## src/rtl/sm83_pkg.sv

```systemverilog
// sm83_pkg: shared constants and types for the sm83 execute core
// depends on nothing
`default_nettype none
package sm83_pkg;
    localparam int unsigned InWidth  = 32;
    localparam int unsigned OutWidth = 128;
    localparam logic [7:0] OpHalt   = 8'h76;
    localparam logic [7:0] OpJp     = 8'hC3;
    localparam logic [7:0] OpJpHl   = 8'hE9;
    localparam logic [2:0] RegF     = 3'd6;
    localparam logic [2:0] RegA     = 3'd7;
    localparam logic [2:0] RegMemHl = 3'd6;
    localparam logic [2:0] AluAdd = 3'd0;
    localparam logic [2:0] AluAdc = 3'd1;
    localparam logic [2:0] AluSub = 3'd2;
    localparam logic [2:0] AluSbc = 3'd3;
    localparam logic [2:0] AluAnd = 3'd4;
    localparam logic [2:0] AluXor = 3'd5;
    localparam logic [2:0] AluOr  = 3'd6;
    localparam logic [2:0] AluCp  = 3'd7;

    typedef struct packed {
        logic [7:0] a;
        logic [3:0] f;   // z n h c
    } alu_res_t;
endpackage
`default_nettype wire

```

## src/rtl/sm83_load_alu_jump_execute_core.sv

```systemverilog
// sm83_load_alu_jump_execute_core: executes one instruction per item
// depends on sm83_pkg
`default_nettype none
// One instruction item is accepted per cycle while the result register is free or being
// taken; its result appears in the next cycle. The register file, PC and SP update in the
// accept cycle so the following item sees them at once. Rate: one item per cycle, set by
// the one decode and ALU pass into the result register. Reset clears all but m_data_reg.
module sm83_load_alu_jump_execute_core (
    input  wire logic                             aclk,
    input  wire logic                             aresetn,
    input  wire logic                             s_tvalid,
    output logic                                  s_tready,
    input  wire logic [sm83_pkg::InWidth-1:0]     s_tdata,  // opcode, imm_low, imm_high,
                                                            // mem_rdata
    output logic                                  m_tvalid,
    input  wire logic                             m_tready,
    output logic [sm83_pkg::OutWidth-1:0]         m_tdata   // next_pc, mem_write, mem_addr,
                                                            // mem_wdata, acc_value,
                                                            // flag_value, bc, de, hl, sp,
                                                            // unknown_opcode, 6 zero bits
);
    logic [7:0]  rf_reg [8];
    logic [15:0] pc_reg, sp_reg;
    logic        m_valid_reg;
    logic [sm83_pkg::OutWidth-1:0] m_data_reg;

    logic [7:0] op, lo, hi, md;
    logic [2:0] y, z;
    logic [1:0] p;
    logic       q;
    assign op = s_tdata[7:0];
    assign lo = s_tdata[15:8];
    assign hi = s_tdata[23:16];
    assign md = s_tdata[31:24];
    assign y = op[5:3];
    assign z = op[2:0];
    assign p = y[2:1];
    assign q = y[0];

    assign s_tready = !m_valid_reg || m_tready;
    logic accept;
    assign accept = s_tvalid && s_tready;

    // alu for 8-bit operations
    function automatic sm83_pkg::alu_res_t alu8(input logic [2:0] o, input logic [7:0] a,
                                               input logic [7:0] v, input logic c);
        sm83_pkg::alu_res_t r;
        logic ci;
        logic [8:0] s;
        logic [4:0] hs;
        ci = 1'b0;
        s = '0;
        hs = '0;
        r.a = a;
        r.f = '0;
        case (o)
            sm83_pkg::AluAdd, sm83_pkg::AluAdc: begin
                ci = (o == sm83_pkg::AluAdc) ? c : 1'b0;
                s = {1'b0, a} + {1'b0, v} + {8'd0, ci};
                hs = {1'b0, a[3:0]} + {1'b0, v[3:0]} + {4'd0, ci};
                r.a = s[7:0];
                r.f = {1'b0, 1'b0, hs[4], s[8]};
            end
            sm83_pkg::AluAnd: begin r.a = a & v; r.f = 4'b0010; end
            sm83_pkg::AluXor: begin r.a = a ^ v; r.f = 4'b0000; end
            sm83_pkg::AluOr:  begin r.a = a | v; r.f = 4'b0000; end
            default: begin
                ci = (o == sm83_pkg::AluSbc) ? c : 1'b0;
                s = {1'b0, a} - {1'b0, v} - {8'd0, ci};
                hs = {1'b0, a[3:0]} - {1'b0, v[3:0]} - {4'd0, ci};
                r.f = {1'b0, 1'b1, hs[4], s[8]};
                r.a = (o == sm83_pkg::AluCp) ? a : s[7:0];
            end
        endcase
        r.f[3] = (o == sm83_pkg::AluCp) ? (s[7:0] == 8'd0) :
                 (((o == sm83_pkg::AluAdd) || (o == sm83_pkg::AluAdc) || (o == sm83_pkg::AluSub)
                   || (o == sm83_pkg::AluSbc)) ? (s[7:0] == 8'd0) : (r.a == 8'd0));
        return r;
    endfunction

    // condition decode
    function automatic logic cond_met(input logic [1:0] cc, input logic fz, input logic fc);
        case (cc)
            2'd0:    return !fz;
            2'd1:    return fz;
            2'd2:    return !fc;
            default: return fc;
        endcase
    endfunction

    logic [7:0]  rf_next [8];
    logic [15:0] pc_next, sp_next;
    logic [15:0] bc, de, hl, rr_p, d16, rel, target, wa;
    logic [7:0]  wd, fcur, inc_v, inc_r, reg_z, reg_y;
    logic [3:0]  fl;
    logic [1:0]  len;
    logic        jmp, wr, unk;
    logic [16:0] add16;
    logic [12:0] add12;
    sm83_pkg::alu_res_t ar;

    assign bc = {rf_reg[0], rf_reg[1]};
    assign de = {rf_reg[2], rf_reg[3]};
    assign hl = {rf_reg[4], rf_reg[5]};
    assign d16 = {hi, lo};
    assign fcur = rf_reg[sm83_pkg::RegF];
    assign rel = pc_reg + 16'd2 + {{8{lo[7]}}, lo};
    assign reg_z = (z == sm83_pkg::RegMemHl) ? md : rf_reg[z];
    assign reg_y = (y == sm83_pkg::RegMemHl) ? md : rf_reg[y];

    always_comb begin
        case (p)
            2'd0: rr_p = bc;
            2'd1: rr_p = de;
            2'd2: rr_p = hl;
            default: rr_p = sp_reg;
        endcase
    end

    // instruction decode and execute
    always_comb begin
        for (int i = 0; i < 8; i++) rf_next[i] = rf_reg[i];
        sp_next = sp_reg;
        fl = fcur[7:4];
        len = 2'd1; jmp = 1'b0; target = '0; wr = 1'b0; wa = '0; wd = '0; unk = 1'b0;
        add16 = {1'b0, hl} + {1'b0, rr_p};
        add12 = {1'b0, hl[11:0]} + {1'b0, rr_p[11:0]};
        inc_v = reg_y;
        inc_r = (z == 3'd4) ? inc_v + 8'd1 : inc_v - 8'd1;
        ar = alu8(y, rf_reg[sm83_pkg::RegA], (op[7:6] == 2'd2) ? reg_z : lo, fcur[4]);
        case (op[7:6])
            2'd0: begin
                case (z)
                    3'd0: begin
                        if (y == 3'd3) begin
                            len = 2'd2; jmp = 1'b1; target = rel;
                        end else if (y[2]) begin
                            len = 2'd2;
                            jmp = cond_met(y[1:0], fcur[7], fcur[4]); target = rel;
                        end else if (y != 3'd0) begin
                            unk = 1'b1;
                        end
                    end
                    3'd1: begin
                        if (!q) begin
                            len = 2'd3;
                            if (p == 2'd3) sp_next = d16;
                            else begin
                                rf_next[{p, 1'b0}] = hi; rf_next[{p, 1'b1}] = lo;
                            end
                        end else begin
                            fl = {fcur[7], 1'b0, add12[12], add16[16]};
                            rf_next[4] = add16[15:8]; rf_next[5] = add16[7:0];
                        end
                    end
                    3'd2: begin
                        wa = (p == 2'd0) ? bc : (p == 2'd1) ? de : hl;
                        if (!q) begin
                            wr = 1'b1; wd = rf_reg[sm83_pkg::RegA];
                        end else rf_next[sm83_pkg::RegA] = md;
                        if (p == 2'd2) {rf_next[4], rf_next[5]} = hl + 16'd1;
                        if (p == 2'd3) {rf_next[4], rf_next[5]} = hl - 16'd1;
                        if (q) wa = '0;
                    end
                    3'd3: begin
                        if (p == 2'd3) sp_next = q ? sp_reg - 16'd1 : sp_reg + 16'd1;
                        else {rf_next[{p, 1'b0}], rf_next[{p, 1'b1}]} =
                            q ? rr_p - 16'd1 : rr_p + 16'd1;
                    end
                    3'd4, 3'd5: begin
                        fl = {inc_r == 8'd0, z == 3'd5,
                              (z == 3'd4) ? (inc_v[3:0] == 4'hF) : (inc_v[3:0] == 4'h0),
                              fcur[4]};
                        if (y == sm83_pkg::RegMemHl) begin
                            wr = 1'b1; wa = hl; wd = inc_r;
                        end else rf_next[y] = inc_r;
                    end
                    3'd6: begin
                        len = 2'd2;
                        if (y == sm83_pkg::RegMemHl) begin
                            wr = 1'b1; wa = hl; wd = lo;
                        end else rf_next[y] = lo;
                    end
                    default: unk = 1'b1;
                endcase
            end
            2'd1: begin
                if (op == sm83_pkg::OpHalt) unk = 1'b1;
                else if (y == sm83_pkg::RegMemHl) begin
                    wr = 1'b1; wa = hl; wd = reg_z;
                end else rf_next[y] = reg_z;
            end
            2'd2: begin
                rf_next[sm83_pkg::RegA] = ar.a; fl = ar.f;
            end
            default: begin
                if (z == 3'd2 && !y[2]) begin
                    len = 2'd3; jmp = cond_met(y[1:0], fcur[7], fcur[4]); target = d16;
                end else if (op == sm83_pkg::OpJp) begin
                    len = 2'd3; jmp = 1'b1; target = d16;
                end else if (op == sm83_pkg::OpJpHl) begin
                    jmp = 1'b1; target = hl;
                end else if (z == 3'd6) begin
                    len = 2'd2; rf_next[sm83_pkg::RegA] = ar.a; fl = ar.f;
                end else unk = 1'b1;
            end
        endcase
        rf_next[sm83_pkg::RegF] = {fl, 4'h0};
        pc_next = jmp ? target : pc_reg + {14'd0, len};
    end

    // architectural state and result register
    always_ff @(posedge aclk) begin
        if (!aresetn) begin
            for (int i = 0; i < 8; i++) rf_reg[i] <= '0;
            pc_reg <= '0;
            sp_reg <= '0;
            m_valid_reg <= 1'b0;
        end else begin
            if (accept) begin
                for (int i = 0; i < 8; i++) rf_reg[i] <= rf_next[i];
                pc_reg <= pc_next;
                sp_reg <= sp_next;
                m_valid_reg <= 1'b1;
            end else if (m_tready) begin
                m_valid_reg <= 1'b0;
            end
        end
    end

    always_ff @(posedge aclk) begin
        if (accept) begin
            m_data_reg <= {6'd0, unk, sp_next,
                           rf_next[4], rf_next[5], rf_next[2], rf_next[3],
                           rf_next[0], rf_next[1],
                           rf_next[sm83_pkg::RegF], rf_next[sm83_pkg::RegA],
                           wr ? wd : 8'd0, wr ? wa : 16'd0, wr, pc_next};
        end
    end

    assign m_tvalid = m_valid_reg;
    assign m_tdata  = m_data_reg;

    // checks
    a_flag_nibble: assert property (@(posedge aclk) disable iff (!aresetn)
        rf_reg[sm83_pkg::RegF][3:0] == 4'h0) else $error("flag low nibble set");
    a_out_valid: assert property (@(posedge aclk) disable iff (!aresetn)
        accept |=> m_tvalid) else $error("result lost");
    a_nowrite_zero: assert property (@(posedge aclk) disable iff (!aresetn)
        (m_tvalid && !m_tdata[16]) |-> (m_tdata[40:17] == 24'd0))
        else $error("write fields not cleared");
endmodule
`default_nettype wire

```

## config.mk

```make
export PLATFORM = sky130hd
export DESIGN_NAME = sm83_load_alu_jump_execute_core
export DESIGN_NICKNAME = d
export VERILOG_FILES = /design/src/rtl/sm83_pkg.sv /design/src/rtl/sm83_load_alu_jump_execute_core.sv
export SDC_FILE = /design/constraint.sdc
export NUM_CORES = 1
export LEC_CHECK = 0
export ABC_CLOCK_PERIOD_IN_PS = 7200
export BUFFER_PORTS_ARGS = -buffer_cell sky130_fd_sc_hd__clkbuf_2
export CAP_MARGIN = 20
export CORE_MARGIN = 2
export CORE_UTILIZATION = 45
export CTS_CLUSTER_SIZE = 30
export DETAILED_ROUTE_END_ITERATION = 7
export GPL_TIMING_DRIVEN = 0
export REMOVE_ABC_BUFFERS = 1
export SYNTH_ARGS = -nofsm -noshare
export SYNTH_HDL_FRONTEND = slang
export SYNTH_SLANG_ARGS = --single-unit
```

## constraint.sdc

```tcl
create_clock -name aclk -period 7.2 [get_ports aclk]
set_input_delay 1.08 -clock aclk [delete_from_list [all_inputs] [get_ports aclk]]
set_output_delay 1.08 -clock aclk [all_outputs]
set_load 0.02 [all_outputs]
```

==> flow_metrics.env <==
export IMPL_p_total_uw=4560
export IMPL_die_area_um2=47900
export IMPL_violations="negative setup slack"
export IMPL_cpMaxStageDelayCell="nand2_1"
export IMPL_synth_edf_count=178
export IMPL_critPathArrivalTime_ns=7.52
export IMPL_vias=22900
export IMPL_leakage_uw=0.00900
export IMPL_synth_cell_type_count=92
export IMPL_overflow=0
export IMPL_fmax_mhz=138
export IMPL_drt_iter0_markers=3217
export IMPL_synthArstFlopShare_pct=0
export IMPL_status="finished, violations left"
export IMPL_grt_pass1_vias=20900
export IMPL_setup_violations=2
export IMPL_syn_area_um2=20800
export IMPL_stdcell_count=3223
export IMPL_start_util_pct=45.7
export IMPL_routed_wl_um=103000
export IMPL_final_cell_mix="305 x nand2_1, 223 x a21oi_1, 212 x nor2_1"
export IMPL_dp_hpwl_um=75200
export IMPL_hold_class="register to register"
export IMPL_cp_cell_sequence="clkbuf_8 -> buf_16 -> clkinv_2 -> nand2_1 -> nor2_1 -> a21oi_1 -> ha_1 -> a21o_1 -> a21oi_1 -> o21bai_1 -> a21oi_1 -> xnor2_1 -> a22oi_1 -> o21ai_0 -> a222oi_1 -> o21ai_0"
export IMPL_largest_reg_flops=118
export IMPL_clkTransAtPathRegs_ns=0.06
export IMPL_relSlewSlack_pct=16.1
export IMPL_row_count=78
export IMPL_crit_path_start_kind="input pin"
export IMPL_final_common_cell="nand2_1"
export IMPL_grt_pass1_wl_um=147000
export IMPL_critPathMaxFanout=119
export IMPL_crit_required_ns=7.44
export IMPL_skew_ns=0.0273
export IMPL_cp_end_kind="register"
export IMPL_p_per_area_nw_per_um2=199
export IMPL_syn_to_final_growth_pct=10.5
export IMPL_hold_violations=0
export IMPL_drc=0
export IMPL_fin_crit_sh_pct=101
export IMPL_rsz0062_at_grt="false"
export IMPL_dp_slack_ns=-0.558
export IMPL_die_w_um=219
export IMPL_slowest_delay_ns=0.99
export IMPL_num_io_pins=166
export IMPL_dp_cells=3165
export IMPL_antenna_found_initial=5
export IMPL_track_usage_pct=42.1
export IMPL_crit_type="input pin to register"
export IMPL_synth_seq_cells=211
export IMPL_synth_seq_area_share_pct=28.9
export IMPL_cts_made_buffers=24
export IMPL_cts_tree="built"
export IMPL_worst_slack_ns=-0.0722
export IMPL_coreArea_um2=45500
export IMPL_htree_num_levels=1
export IMPL_cts_sink_count=211
export IMPL_worst_r2r_startpoint="rf_reg[5][0]$_SDFFCE_PN0P_"
export IMPL_timing_final_max_slew_violations=0
export IMPL_worst_path_most_repeated_cell="a21oi_1"
export IMPL_dpl_cell_area_um2=22000
export IMPL_vdd_drop_max_mv=0.180
export IMPL_routed_via_density=7.09
export IMPL_cts_path_max_buffers=3
export IMPL_timing_critical_path_from="s_tdata[3]"
export IMPL_final_nets=2766
export IMPL_gp_congestion=1.06
export IMPL_syn_avg_cell_area_um2=8.07
export IMPL_stdcell_area_um2=23000
export IMPL_io_buffers=155
export IMPL_routedWlPerCell_um=32.1
export IMPL_worst_skew_pair_late_latency_ns=0.57
export IMPL_ant_nets=0
export IMPL_fin_crit_ns=7.27
export IMPL_holdWs_ns=0.538
export IMPL_synth_ff_type="edfxtp_1"
export IMPL_firstDrtPassIters=7
export IMPL_worst_pin_slew_ns=1.25
export IMPL_yosys_warnings=0
export IMPL_cts_hold_buf=0
export IMPL_hp_start="pc_reg[11]$_SDFFE_PN0P_"
export IMPL_die_height_um=219
export IMPL_syn_instance_count=2577
export IMPL_maxCapViolations=0
export IMPL_drive_gt1_share_pct=11.5
export IMPL_grt_max_degree=120
export IMPL_cts_root_buf="clkbuf_16"
-- worst paths after layout --
kind,slack [ns],depth (start not counted),end
worst min register to register,0.54,2,pc_reg[11]$_SDFFE_PN0P_
worst max-delay path,-0.07,16,m_tdata[87]$_DFFE_PP_
worst max register to register,1.25,14,m_tdata[87]$_DFFE_PP_
worst min-delay path,0.54,2,pc_reg[11]$_SDFFE_PN0P_
-- synthesized netlist by cell type (25+ instances only) --
library cell | number | area [um2]
a211oi_1 | 41 | 308
a21o_1 | 33 | 248
a21oi_1 | 223 | 1120
a221oi_1 | 26 | 228
a222oi_1 | 26 | 260
a22oi_1 | 39 | 293
a31oi_1 | 38 | 238
and2_1 | 61 | 382
buf_2 | 26 | 130
clkbuf_1 | 144 | 541
dfxtp_1 | 33 | 661
edfxtp_1 | 178 | 5350
ha_1 | 120 | 1500
inv_1 | 80 | 300
mux2i_1 | 50 | 500
nand2_1 | 305 | 1140
nand2b_1 | 25 | 156
nand3_1 | 65 | 325
nor2_1 | 216 | 811
nor2b_1 | 25 | 156
nor3_1 | 54 | 270
o211ai_1 | 31 | 233
o21ai_0 | 208 | 1040
o22ai_1 | 30 | 188
xnor2_1 | 56 | 490
xor2_1 | 31 | 272
-- critical path, delay by kind of cell --
| kind | cells | cell delay, ns |
|---|---|---|
| simple gates | 2 | 1.08 |
| xor+xnor | 1 | 0.37 |
| compound gates | 9 | 3.16 |
| fa+ha+maj | 1 | 0.36 |
| buf+inv | 3 | 1.34 |
-- final cells by class --
type | instances | area (um2)
Timing Repair Buffer | 190 | 1350
Antenna cell | 5 | 12.5
Multi-Input combinational cell | 2089 | 13700
Clock inverter | 13 | 129
Tap cell | 600 | 751
Clock buffer | 31 | 688
Sequential cell | 211 | 6010
Inverter | 84 | 328
Fill cell | 4448 | 22500
-- metal layers --
layer | GRT usage (%) | part of all wire, % | wire length (um)
met5 | 0 | 0 | 0
met2 | 62.2 | 41 | 42900
met4 | 26.8 | 7.7 | 7940
met1 | 54.3 | 38 | 39600
met3 | 11.5 | 13 | 13000
-- report_power, final --
group          switching, uW  total [uW]  internal (uW)
Sequential               153        1590           1430
Clock                    541        1290            746
Combinational           1150        1690            539
-- metrics by stage --
stage          setup TNS (ns)  util [%]
6_report              -0.0857      50.5
5_1_grt                     0      50.5
4_1_cts                     0      50.3
3_5_place_dp            -2.84      48.5
3_3_place_gp          -471.65      47.3
2_1_floorplan               0         -
-- kinds of logic (layout without fill, tap and decap cells) --
family                   count (synthesis)  in the layout  synth area share (%)
buffers and inverters                  286            318                  5.61
AND/OR/NAND/NOR                        856            856                  19.1
multiplexers                            78             78                  4.81
flip-flops                             211            211                  28.9
XOR/XNOR                                87             87                  3.66
adder cells (fa/ha/maj)                130            130                  8.18
other                                    1             15                0.0180
AO/OA/AOI/OAI                          928            928                  29.7
-- repair_timing --
action,CTS,global route
gates resized for setup,0,2
endpoints found under the setup margin,0,5
buffers inserted,0,4
Note: power is estimated with default switching activity, not from simulation.
